==> config.mk <==
export PLATFORM = sky130hd
export DESIGN_NAME = backslash_escape_decoder_top_flat
export DESIGN_NICKNAME = d
export VERILOG_FILES = /design/src/rtl/core/bsed_pkg.sv /design/src/rtl/core/bsed_if.sv /design/src/rtl/core/bsed_parser.sv /design/src/rtl/core/bsed_outq.sv /design/src/rtl/core/backslash_escape_decoder_top.sv /design/src/flat_wrapper.sv
export SDC_FILE = /design/constraint.sdc
export NUM_CORES = 1
export LEC_CHECK = 0
export BUFFER_PORTS_ARGS = -buffer_cell sky130_fd_sc_hd__buf_4
export CAP_MARGIN = 10
export CORE_UTILIZATION = 50
export CTS_BUF_LIST = sky130_fd_sc_hd__clkbuf_4
export DETAILED_ROUTE_END_ITERATION = 10
export PLACE_DENSITY = 0.7
export SYNTH_ARGS = -nofsm -noshare
export SYNTH_HDL_FRONTEND = slang
export SYNTH_HIERARCHICAL = 1
export SYNTH_SLANG_ARGS = --single-unit
==> constraint.sdc <==
create_clock -name clk -period 2.7 [get_ports clk]
set_input_delay 0.675 -clock clk [delete_from_list [all_inputs] [get_ports clk]]
set_output_delay 0.675 -clock clk [all_outputs]
set_load 0.03 [all_outputs]
==> src/rtl/core/bsed_pkg.sv <==
package bsed_pkg;

    localparam logic [7:0] CHAR_BSL  = 8'h5C;
    localparam logic [7:0] CHAR_X    = 8'h78;
    localparam logic [7:0] CHAR_ZERO = 8'h30;
    localparam logic [7:0] CHAR_SEVEN = 8'h37;

    localparam int QUEUE_DEPTH = 3;
    localparam int QPTR_W      = 2;
    localparam int QCNT_W      = 2;

    typedef enum logic [2:0] {
        PH_IDLE = 3'd0,
        PH_ESC  = 3'd1,
        PH_HEX0 = 3'd2,
        PH_HEX1 = 3'd3,
        PH_OCT  = 3'd4,
        PH_HOLD = 3'd5
    } phase_t;

    // results of one accepted byte, handed from parser to queue
    typedef struct packed {
        logic [1:0] count;
        logic [7:0] data0;
        logic       last0;
        logic [7:0] data1;
        logic       last1;
    } result_t;

    typedef struct packed {
        logic [8:0] entry;
    } qslot_t;

    function automatic logic [QPTR_W-1:0] qptr_inc(input logic [QPTR_W-1:0] p);
        logic [QPTR_W-1:0] r;
        if (p == QPTR_W'(QUEUE_DEPTH - 1))
            r = '0;
        else
            r = p + QPTR_W'(1);
        return r;
    endfunction

    function automatic logic is_octal(input logic [7:0] b);
        return (b >= CHAR_ZERO) && (b <= CHAR_SEVEN);
    endfunction

    // hex digit decode: {valid, value}
    function automatic logic [4:0] hex_decode(input logic [7:0] b);
        logic [4:0] r;
        r = '0;
        if (b >= 8'h30 && b <= 8'h39)
            r = {1'b1, b[3:0]};
        else if ((b >= 8'h61 && b <= 8'h66) || (b >= 8'h41 && b <= 8'h46))
            r = {1'b1, b[3:0] + 4'd9};
        return r;
    endfunction

endpackage

==> src/rtl/core/bsed_if.sv <==
interface bsed_in_if;
    import bsed_pkg::*;
    logic       valid;
    logic       ready;
    logic [7:0] in_byte;
    logic       in_last;

    modport source (output valid, output in_byte, output in_last, input ready);
    modport sink   (input valid, input in_byte, input in_last, output ready);
endinterface

interface bsed_out_if;
    import bsed_pkg::*;
    logic       valid;
    logic       ready;
    logic [7:0] out_byte;
    logic       out_last;

    modport source (output valid, output out_byte, output out_last, input ready);
    modport sink   (input valid, input out_byte, input out_last, output ready);
endinterface

==> src/rtl/core/bsed_parser.sv <==
module bsed_parser
    import bsed_pkg::*;
(
    input  logic       clk,
    input  logic       rst_n,
    input  logic       take,
    input  logic [7:0] in_byte,
    input  logic       in_last,
    output result_t    res
);

    phase_t     phase_reg, phase_next;
    logic [7:0] pend_reg, pend_next;
    logic [1:0] digits_reg, digits_next;

    // plain byte handling, used on its own or after a flushed value
    phase_t     pl_phase;
    logic       pl_emit;
    logic [7:0] pl_data;
    logic       pl_last;

    always_comb
    begin
        pl_phase = PH_IDLE;
        pl_emit  = 1'b1;
        pl_data  = in_byte;
        pl_last  = in_last;
        if (in_byte == CHAR_BSL && !in_last)
        begin
            pl_phase = PH_ESC;
            pl_emit  = 1'b0;
        end
    end

    always_comb
    begin
        logic [4:0] hx;
        logic [7:0] oval;
        logic [1:0] dnext;
        hx    = hex_decode(in_byte);
        oval  = {pend_reg[4:0], in_byte[2:0]};
        dnext = (digits_reg != 2'd0) ? digits_reg - 2'd1 : 2'd0;

        phase_next  = phase_reg;
        pend_next   = pend_reg;
        digits_next = digits_reg;
        res         = '0;

        unique case (phase_reg)
            PH_ESC:
            begin
                phase_next = PH_IDLE;
                if (in_byte == CHAR_X)
                begin
                    if (in_last)
                        res = '{count: 2'd2, data0: CHAR_BSL, last0: 1'b0,
                                data1: CHAR_X, last1: 1'b1};
                    else
                        phase_next = PH_HEX0;
                end
                else if (is_octal(in_byte))
                begin
                    pend_next   = {5'd0, in_byte[2:0]};
                    digits_next = (in_byte == CHAR_ZERO) ? 2'd3 : 2'd2;
                    if (in_last)
                        res = '{count: 2'd1, data0: {5'd0, in_byte[2:0]}, last0: 1'b1,
                                data1: 8'd0, last1: 1'b0};
                    else
                        phase_next = PH_OCT;
                end
                else if (in_byte == CHAR_BSL)
                    res = '{count: 2'd1, data0: CHAR_BSL, last0: in_last,
                            data1: 8'd0, last1: 1'b0};
                else
                    res = '{count: 2'd2, data0: CHAR_BSL, last0: 1'b0,
                            data1: in_byte, last1: in_last};
            end
            PH_HEX0:
            begin
                if (hx[4])
                begin
                    pend_next = {4'd0, hx[3:0]};
                    if (in_last)
                    begin
                        res = '{count: 2'd1, data0: {4'd0, hx[3:0]}, last0: 1'b1,
                                data1: 8'd0, last1: 1'b0};
                        phase_next = PH_IDLE;
                    end
                    else
                        phase_next = PH_HEX1;
                end
                else
                begin
                    // backslash x with no digit: give both back literally
                    res = '{count: 2'd2, data0: CHAR_BSL, last0: 1'b0,
                            data1: CHAR_X, last1: in_last};
                    if (in_byte == CHAR_BSL && !in_last)
                        phase_next = PH_ESC;
                    else if (in_last)
                        phase_next = PH_IDLE;
                    else
                    begin
                        pend_next  = in_byte;
                        phase_next = PH_HOLD;
                    end
                end
            end
            PH_HEX1:
            begin
                if (hx[4])
                begin
                    res = '{count: 2'd1, data0: {pend_reg[3:0], hx[3:0]}, last0: in_last,
                            data1: 8'd0, last1: 1'b0};
                    phase_next = PH_IDLE;
                end
                else
                begin
                    res = '{count: {1'b0, 1'b1} + {1'b0, pl_emit}, data0: pend_reg,
                            last0: 1'b0, data1: pl_data, last1: pl_last};
                    phase_next = pl_phase;
                end
            end
            PH_OCT:
            begin
                if (is_octal(in_byte))
                begin
                    pend_next   = oval;
                    digits_next = dnext;
                    if (dnext == 2'd0 || in_last)
                    begin
                        res = '{count: 2'd1, data0: oval, last0: in_last,
                                data1: 8'd0, last1: 1'b0};
                        phase_next = PH_IDLE;
                    end
                end
                else
                begin
                    res = '{count: {1'b0, 1'b1} + {1'b0, pl_emit}, data0: pend_reg,
                            last0: 1'b0, data1: pl_data, last1: pl_last};
                    phase_next = pl_phase;
                end
            end
            PH_HOLD:
            begin
                res = '{count: {1'b0, 1'b1} + {1'b0, pl_emit}, data0: pend_reg,
                        last0: 1'b0, data1: pl_data, last1: pl_last};
                phase_next = pl_phase;
            end
            default:
            begin
                res = '{count: {1'b0, pl_emit}, data0: pl_data, last0: pl_last,
                        data1: 8'd0, last1: 1'b0};
                phase_next = pl_phase;
            end
        endcase
    end

    always_ff @(posedge clk or negedge rst_n)
    begin
        if (!rst_n)
        begin
            phase_reg  <= PH_IDLE;
            pend_reg   <= '0;
            digits_reg <= '0;
        end
        else if (take)
        begin
            phase_reg  <= phase_next;
            pend_reg   <= pend_next;
            digits_reg <= digits_next;
        end
    end

endmodule

==> src/rtl/core/bsed_outq.sv <==
module bsed_outq
    import bsed_pkg::*;
(
    input  logic    clk,
    input  logic    rst_n,
    input  logic    push,
    input  result_t res,
    output logic    room,
    bsed_out_if.source dst
);

    qslot_t            slot_reg [QUEUE_DEPTH];
    logic [QPTR_W-1:0] wr_reg, wr_next;
    logic [QPTR_W-1:0] rd_reg, rd_next;
    logic [QCNT_W-1:0] cnt_reg, cnt_next;
    logic              pop;
    logic [1:0]        n_push;
    logic [QPTR_W-1:0] wr_second;

    assign pop       = dst.valid && dst.ready;
    assign n_push    = push ? res.count : 2'd0;
    assign wr_second = qptr_inc(wr_reg);

    // room for two results regardless of the far side
    assign room = (cnt_reg <= QCNT_W'(QUEUE_DEPTH - 2));

    assign dst.valid    = (cnt_reg != '0);
    assign dst.out_byte = slot_reg[rd_reg].entry[8:1];
    assign dst.out_last = slot_reg[rd_reg].entry[0];

    always_comb
    begin
        wr_next  = wr_reg;
        if (n_push == 2'd1)
            wr_next = wr_second;
        else if (n_push == 2'd2)
            wr_next = qptr_inc(wr_second);
        rd_next  = pop ? qptr_inc(rd_reg) : rd_reg;
        cnt_next = cnt_reg + QCNT_W'(n_push) - QCNT_W'(pop);
    end

    always_ff @(posedge clk)
    begin
        if (n_push != 2'd0)
            slot_reg[wr_reg].entry <= {res.data0, res.last0};
        if (n_push == 2'd2)
            slot_reg[wr_second].entry <= {res.data1, res.last1};
    end

    always_ff @(posedge clk or negedge rst_n)
    begin
        if (!rst_n)
        begin
            wr_reg  <= '0;
            rd_reg  <= '0;
            cnt_reg <= '0;
        end
        else
        begin
            wr_reg  <= wr_next;
            rd_reg  <= rd_next;
            cnt_reg <= cnt_next;
        end
    end

endmodule

==> src/rtl/core/backslash_escape_decoder_top.sv <==
// channel   | role   | payload            | transfer when
// ----------+--------+--------------------+------------------------
// text      | sink   | in_byte, in_last   | text.valid && text.ready
// decoded   | source | out_byte, out_last | decoded.valid && decoded.ready
//
// one byte is taken per cycle; each transfer is parsed in the same cycle and its
// zero, one or two results land in a three-entry result queue, first one offered next cycle
// text.ready looks only at queue room for two results, never directly at decoded.ready;
// a stalled far side fills the queue and then holds off input until results drain
// a byte giving two results leaves an extra result to drain, which briefly holds
// off input when the far side drains one result per cycle
// rst_n clears the parse phase and empties the queue; no other setup is needed
module backslash_escape_decoder_top
    import bsed_pkg::*;
(
    input  logic       clk,
    input  logic       rst_n,
    bsed_in_if.sink    text,
    bsed_out_if.source decoded
);

    logic    take;
    logic    room;
    result_t res;

    // input is accepted whenever the queue can hold a worst case result pair
    assign text.ready = room;
    assign take       = text.valid && room;

    // escape parser: phase, pending value and digit count
    bsed_parser u_parser (
        .clk     (clk),
        .rst_n   (rst_n),
        .take    (take),
        .in_byte (text.in_byte),
        .in_last (text.in_last),
        .res     (res)
    );

    // result queue, registered output
    bsed_outq u_outq (
        .clk   (clk),
        .rst_n (rst_n),
        .push  (take),
        .res   (res),
        .room  (room),
        .dst   (decoded)
    );

endmodule
==> src/flat_wrapper.sv <==
// flat-port wrapper written by rule: the top's interface ports become plain ports
module backslash_escape_decoder_top_flat import bsed_pkg::*;
  (clk, rst_n, text_valid, text_in_byte, text_in_last, text_ready, decoded_valid, decoded_out_byte, decoded_out_last, decoded_ready);
  bsed_in_if text_i ();
  bsed_out_if decoded_i ();
  input  logic clk;
  input  logic rst_n;
  input wire logic [$bits(text_i.valid)-1:0] text_valid;
  input wire logic [$bits(text_i.in_byte)-1:0] text_in_byte;
  input wire logic [$bits(text_i.in_last)-1:0] text_in_last;
  output wire logic [$bits(text_i.ready)-1:0] text_ready;
  output wire logic [$bits(decoded_i.valid)-1:0] decoded_valid;
  output wire logic [$bits(decoded_i.out_byte)-1:0] decoded_out_byte;
  output wire logic [$bits(decoded_i.out_last)-1:0] decoded_out_last;
  input wire logic [$bits(decoded_i.ready)-1:0] decoded_ready;
  assign text_i.valid = text_valid;
  assign text_i.in_byte = text_in_byte;
  assign text_i.in_last = text_in_last;
  assign text_ready = text_i.ready;
  assign decoded_valid = decoded_i.valid;
  assign decoded_out_byte = decoded_i.out_byte;
  assign decoded_out_last = decoded_i.out_last;
  assign decoded_i.ready = decoded_ready;
  backslash_escape_decoder_top u_core (.clk(clk), .rst_n(rst_n), .text(text_i), .decoded(decoded_i));
endmodule
Yosys cells after proc, flatten, opt, wreduce, memory -nomap -nowiden
Memory sizes are Yosys's and may differ from the RTL's. Index checks and enable logic that the tools add are counted. W data, S select, Z words.

Input bits: 13. Memories kept: 1. Output and inout bits: 11. Logic and storage cells: 112. Bits in registers: 19. RAM bits: 27.

Magnitude comparators: 8. Add/sub/neg operators: 8. Multiplexer cells: 50. Reduce and logical (&&, ||, !) cells: 20. Eq/ne operators: 19.

Memory list: u_core.u_outq.slot_reg (depth 3, width 9, read ports 1, clocked after memory_dff 0, wr ports 2, RTL line bsed_outq.sv:12) `qslot_t slot_reg [QUEUE_DEPTH];`.

Operators with widths (number): $mux W20 (7); $pmux W20 S5 (1); $mux W19 (3); $mux W8 (6); $mux W2 (12); $mux W3 (8); $pmux W8 S3 (1); $eq A8 B7 Y1 const B (2); $ge A8 B7 Y1 const B (2); $le A8 B6 Y1 const B (2); $le A8 B7 Y1 const B (2); $pmux W3 S4 (1); $mux W5 (2); $reduce_bool A2 Y1 (5); $ne A3 B3 Y1 const B (3); $eq A2 B2 Y1 const B (4); $eq A8 B6 Y1 const B (1); $ge A8 B6 Y1 const B (1); $mux W1 (8); $logic_and A1 B1 Y1 (7); $reduce_and A7 Y1 (1); $add A2 B1 Y2 const B (3); $eq A3 B2 Y1 const B (2); $eq A3 B3 Y1 const B (2); other kinds (16) (19).

Logic depth before layout (Yosys ltp)
Gate-level depths: netlist (run 1).

Depth in word-level cells: 12. Gate-level depth with buffers: 16. Mapped depth without buffers: 13.

By module
Netlist (run 1), hierarchy kept.

By module, submodules not included: bsed_parser (area each 1908.1 µm², times used 1, cells each 273, sequential area each 325.3 µm²); bsed_outq (area each 1730.4 µm², times used 1, cells each 137, sequential area each 960.9 µm²); backslash_escape_decoder_top (area each 6.3 µm², times used 1, cells each 1, sequential area each 0.0 µm²).

Least setup slack after synthesis (run 1)
OpenSTA, ideal clock, no wires.

Path kind: input-to-reg. From: input port text_in_byte[0]. To: memory u_core/u_outq/slot_reg[1][0] (netlist bit) (data pin). Required time: 2.440 ns. Path slack: -0.990 ns. Arrival: 3.431 ns. Buffers on the path: 3. Library setup time: 0.260 ns. Stages on the path: 14. Path through: clkbuf_1 -> inv_1 -> ha_1 -> nor4b_2 -> nor4b_4 -> and2_4 -> o21ai_2 -> buf_2 -> o211ai_1 -> o31a_1 -> buf_2 -> and2b_1 -> nand3_2 -> mux2_2.

RTL lines: start, declared (RTL line flat_wrapper.sv:9) `input wire logic [$bits(text_i.in_byte)-1:0] text_in_byte;`; end, declared (RTL line bsed_outq.sv:12).

==> flow_summary.ini, run 1 <==
[routing]
drt_wl_total_um = 11200
wire_per_inst_um = 18.8
drt-initial-drc-count = 253
avgViaCountPerCell = 6.08
vias = 3627
drtAntennaViolNets = 0
drt_pass1_iterations = 5
drc = 0

[cells_and_area]
nNetsFinal = 518
drive_above_1_share_pct = 37.1
diodes = 0
area_growth_pct = 32.3
utilization_pct = 69.8
final_common_cell = buf_4
largest_reg_flops = 27
layout_common_cells = buf_4 (103), nand2_1 (49), nor2_1 (44)

[clock_network]
cts_htree_levels = 2
clkSinkCount = 46
cts_buffers = 5
holdBufCountCts = 0
tritoncts = yes
cts_root_buffer = clkbuf_4
path_clk_slew_ps = 150
worstSkewPairLatency_ps = 370
clock_path_buffers = 2

[worst_setup_path]
worst-setup-path-type = in -> reg
crit_chain = buf_8 -> ha_4 -> nor4b_4 -> nor4b_4 -> and2_4 -> o21ai_4 -> o211ai_1 -> o31a_1 -> and2b_4 -> nand3_4 -> mux2_4
cp.required_ps = 2840
path_common_cell = nor4b_4
cp_slowest_cell = and2b_4
crit_fanout = 5
cp.arrival_ps = 2830
startpoint_type = primary input
critPathMaxStageDelay_ps = 350
crit_path_end_kind = register

[placed_design]
gp_congestion = 0.935
numPortBuffers = 23
dp_slack_ps = -495
post-dp-hpwl_um = 8710

[logic_synthesis]
synth_cell_types = 78
syn-num-nets = 429
synth_top_area_share_pct = 22.2
synth_area_leaders = edfxtp_1 (22%), dfrtp_1 (13%), mux2_2 (8.0%), nand2_1 (5.0%), nor2_1 (4.7%)
synth.avg_cell_area_um2 = 8.87
synth-warning-count = 6
postSynthCellCount = 411
synthArstFlopShare_pct = 41.3
synth_seq_area_share_pct = 35.3
synthesis.area_um2 = 3640
synth_area_leader_cell = edfxtp_1
ys_ff_latch = 46
synth_edf_count = 27
synth_flop_cell = edfxtp_1

[sta]
maxSlewViolCount = 0
setup_viol = 0
setup_ws_ps = 18.0
finalHoldWorstSlack_ps = 158
layout_min_cycle_time_ps = 2680
tightestPinTransition_ps = 655
max_freq_mhz = 373
hold_violations = 0
post-route-period-util_pct = 99.3
slew_headroom_pct = 55.6
rsz0062_at_grt = yes
finClkSkew_ps = 11.9

[global_routing]
track_usage_pct = 30.9
antenna_found_initial = 0
grt_pass1_vias = 3447
grt_pass1_wl_um = 17600
grt_overflow = 0
grt_max_degree = 21

[min_path]
min_path_type = in -> async

[status]
status = completed

[power_and_ir_drop]
leakagePower_nw = 1.94
vdd_drop_max_uv = 288
p_total_mw = 2.66
power_density_nw_per_um2 = 552

[floorplanning]
dieHeight_um = 87.4
start_util_pct = 52.8
core_area_um2 = 6910
num_io_pins = 24
dieArea_um2 = 7640
fp-row-count = 30
die_w_um = 87.4

[job]
drv_cap = 0
[stage by stage]
step	area (um^2)	cells	TNS, ps
finish	4820	597	0
global route	4820	597	-752
detailed placement	4660	586	-21640
global placement	4660	586	-19600
CTS	4800	596	0
floorplan	3900	411	-30270
[path summary, 6_finish.rpt]
path / startpoint / depth (start not counted) / slack (ps) / endpoint
worst max-delay path: text_in_byte[0] / 11 / 20 / u_core/u_outq/slot_reg[1][2]
min in group clk: u_core/u_parser/digits_reg[0] / 2 / 550 / u_core/u_parser/digits_reg[0]
worst min register to register: u_core/u_parser/digits_reg[0] / 2 / 550 / u_core/u_parser/digits_reg[0]
max in group asynchronous: rst_n / 1 / 2320 / u_core/u_outq/cnt_reg[1]
worst max register to register: u_core/u_parser/phase_reg[2] / 9 / 60 / u_core/u_outq/slot_reg[1][2]
worst min-delay path: rst_n / 1 / 160 / u_core/u_parser/pend_reg[2]
[worst max-delay path, delay by kind of cell]
family                   cells  cell delay [ps]
multiplexers                 1              350
adder cells (fa/ha/maj)      1              170
AND/OR/NAND/NOR              5             1050
AO/OA/AOI/OAI                3              450
buffers and inverters        1              110
[cells in the mapped netlist (4+ instances only)]
| cell type | count |
|---|---|
| a21oi_1 | 30 |
| a22oi_1 | 8 |
| a31oi_1 | 5 |
| a41oi_1 | 4 |
| and3_1 | 4 |
| buf_2 | 8 |
| clkbuf_1 | 15 |
| dfrtp_1 | 19 |
| edfxtp_1 | 27 |
| ha_1 | 5 |
| mux2_2 | 26 |
| mux2i_1 | 12 |
| nand2_1 | 49 |
| nand2b_1 | 10 |
| nand3_1 | 11 |
| nor2_1 | 46 |
| nor2b_1 | 5 |
| nor3_1 | 7 |
| o211ai_1 | 4 |
| o21ai_0 | 27 |
| xnor2_1 | 4 |
[cell families (layout without fill, tap and decap cells)]
| family | after synthesis | count (layout) | share of synthesized area [%] |
|---|---|---|---|
| flip-flops | 46 | 46 | 35.3 |
| multiplexers | 40 | 40 | 11.9 |
| buffers and inverters | 34 | 122 | 4.08 |
| AND/OR/NAND/NOR | 165 | 167 | 23.9 |
| AO/OA/AOI/OAI | 114 | 114 | 21.3 |
| XOR/XNOR | 6 | 6 | 1.44 |
| adder cells (fa/ha/maj) | 6 | 6 | 1.99 |
[layout make-up]
cell class              count  area, um^2
clock buffers               5        37.5
repair buffers            107         843
fillers                   585        2080
inverters                   7        41.3
well taps                  96         120
clock inverters             3        43.8
flip-flops and latches     46        1290
multi-input cells         333        2450
[power by group]
group	internal (mW)	switching [mW]
sequential	0.911	0.214
combinational	0.480	0.616
clock	0.197	0.244
total	1.59	1.07
[repair_timing]
action	in CTS	in global routing
pin swaps	10	1
gates cloned	2	0
resized for setup	9	4
setup buffers	0	1
setup endpoints to repair	27	37
[routing by layer]
metal / part of all wire, % / GRT usage (%) / vias up
li1: - / - / 1702
met1: 40 / 37.3 / 1735
met2: 50 / 54.6 / 160
met5: 0 / 0 / -
met3: 6.2 / 4.27 / 30
met4: 3.4 / 13.7 / 0
(Power assumes the default switching activity.)
==> run 2: changes to the inputs <==
CTS_BUF_LIST = sky130_fd_sc_hd__clkbuf_8   (was sky130_fd_sc_hd__clkbuf_4)
==> run 2 against run 1 <==
  * The run now ends with setup timing left
  * Via count grew 0.41%
  * Die area is the same
  * Count of clock-buffer cells in the layout is the same
  * Critical path type unchanged
  * Largest cell class unchanged
==> flow_summary.ini, run 2 (same netlist as run 1, synthesis figures left out) <==
[sta]
setup_viol = 20
slew_headroom_pct = 57.1
tightestPinTransition_ps = 634
rsz0062_at_grt = yes
layout_min_cycle_time_ps = 2760
finClkSkew_ps = 4.15
tns_ps = -509
hold_violations = 0
max_freq_mhz = 362
post-route-period-util_pct = 102
setup_ws_ps = -58.9
maxSlewViolCount = 0

[routing]
wire_per_inst_um = 19.3
drtAntennaViolNets = 0
drt_pass1_iterations = 5
drc = 0
drt_wl_total_um = 11600
vias = 3642
avgViaCountPerCell = 6.08
drt-initial-drc-count = 227

[global_routing]
track_usage_pct = 31.2
grt_pass1_vias = 3472
grt_pass1_wl_um = 17900
grt_max_degree = 21
grt_overflow = 0
antenna_found_initial = 0

[power_and_ir_drop]
swShare_pct = 39.7
pwr-share-comb_pct = 40.4
vdd_drop_max_uv = 290
intPower_mw = 1.68
power_frac_seq_pct = 40.5
leakagePower_nw = 1.96
p_switching_mw = 1.11
power_frac_clock_pct = 19.0
power_density_nw_per_um2 = 570
p_total_mw = 2.79

[clock_network]
path_clk_slew_ps = 90
clock_path_buffers = 2
tritoncts = yes
worstSkewPairLatency_ps = 300
clkSinkCount = 46
cts_htree_levels = 2
cts_buffers = 5
cts_root_buffer = clkbuf_8

[placed_design]
gp_congestion = 0.935
post-dp-hpwl_um = 8710
numPortBuffers = 23
dp_slack_ps = -495

[worst_setup_path]
path_delay_family = simple AND/OR/NAND/NOR gates
crit_chain = buf_8 -> inv_8 -> ha_4 -> nor4b_4 -> nor4b_4 -> and2_4 -> o21ai_4 -> o211ai_1 -> o31a_1 -> and2b_4 -> nand3_4 -> mux2_4
worst-setup-path-type = in -> reg
startpoint_type = primary input
critPathBufInv = 2
crit_fanout = 5
cp_num_cells = 12
critPathMaxStageDelay_ps = 350
cp_slowest_cell = and2b_4
path_common_cell = nor4b_4
worstRegToRegCells = 9
cp.required_ps = 2760
cp.arrival_ps = 2820
crit_path_end_kind = register

[floorplanning]
die_w_um = 87.4
dieArea_um2 = 7640
fp-row-count = 30
dieHeight_um = 87.4
num_io_pins = 24
start_util_pct = 52.8
core_area_um2 = 6910

[job]
drv_cap = 0

[status]
violations = setup timing
status = finished with violations

[cells_and_area]
diodes = 0
largest_reg_flops = 27
drive_above_1_share_pct = 37.8
area_growth_pct = 34.3
layout_common_cells = buf_4 (104), nand2_1 (49), nor2_1 (43)
nNetsFinal = 520
final_common_cell = buf_4

[min_path]
min_path_type = in -> async
==> run 2: final cells by class <==
type	count	area (um^2)
multi-input combinational	334	2480
clock buffer	5	68.8
tap	96	120
timing repair buffer	108	856
clock inverter	3	43.8
fill	573	2010
sequential	46	1290
inverter	7	41.3
==> run 2: path summary, 6_finish.rpt <==
| kind | start | end | slack, ps |
|---|---|---|---|
| worst max register to register | u_core/u_parser/phase_reg[2] | u_core/u_outq/slot_reg[1][2] | 80 |
| worst min-delay path | rst_n | u_core/u_outq/rd_reg[1] | 240 |
| worst min register to register | u_core/u_parser/digits_reg[0] | u_core/u_parser/digits_reg[0] | 540 |
| min in group clk | u_core/u_parser/digits_reg[0] | u_core/u_parser/digits_reg[0] | 540 |
| max in group asynchronous | rst_n | u_core/u_parser/pend_reg[5] | 2240 |
| worst max-delay path | text_in_byte[1] | u_core/u_outq/slot_reg[1][2] | -60 |
==> run 2: repair_timing <==
item	4_1_cts	5_1_grt
gates cloned	2	1
hold buffers	0	0
gates resized for setup	14	4
endpoints found under the setup margin	46	46
setup buffers	1	1
hold endpoints to repair	0	0
pin swaps	10	3
==> run 2: power by group through the flow <==
stage | clock, mW | combinational [mW] | sequential (mW)
final | 0.531 | 1.13 | 1.13
after global routing | 0.556 | 1.22 | 1.15
after CTS | 0.536 | 1.10 | 1.13
after detailed placement | 0 | 1.08 | 1.13
after global placement | 0 | 1.05 | 1.13
after floorplan | 0 | 0.810 | 1.01
==> run 2: stage by stage <==
step                      cells  area, um^2  hold WS, ps  util (%)
final                       599        4890          239      70.9
after detailed placement    586        4660          525      67.5
after global placement      586        4660          516      67.5
after floorplan             411        3900          379         -
after global routing        599        4890          257      70.9
after CTS                   597        4860          249      70.4
==> run 2: metal layers <==
layer	wire length [um]	part of all wire (%)	vias up	global-route usage, %
met4	507	4.4	0	12.5
li1	-	-	1709	-
met1	4660	40	1725	38.4
met2	5730	49	168	55.2
met5	0	0	-	0
met3	679	5.9	40	3.60
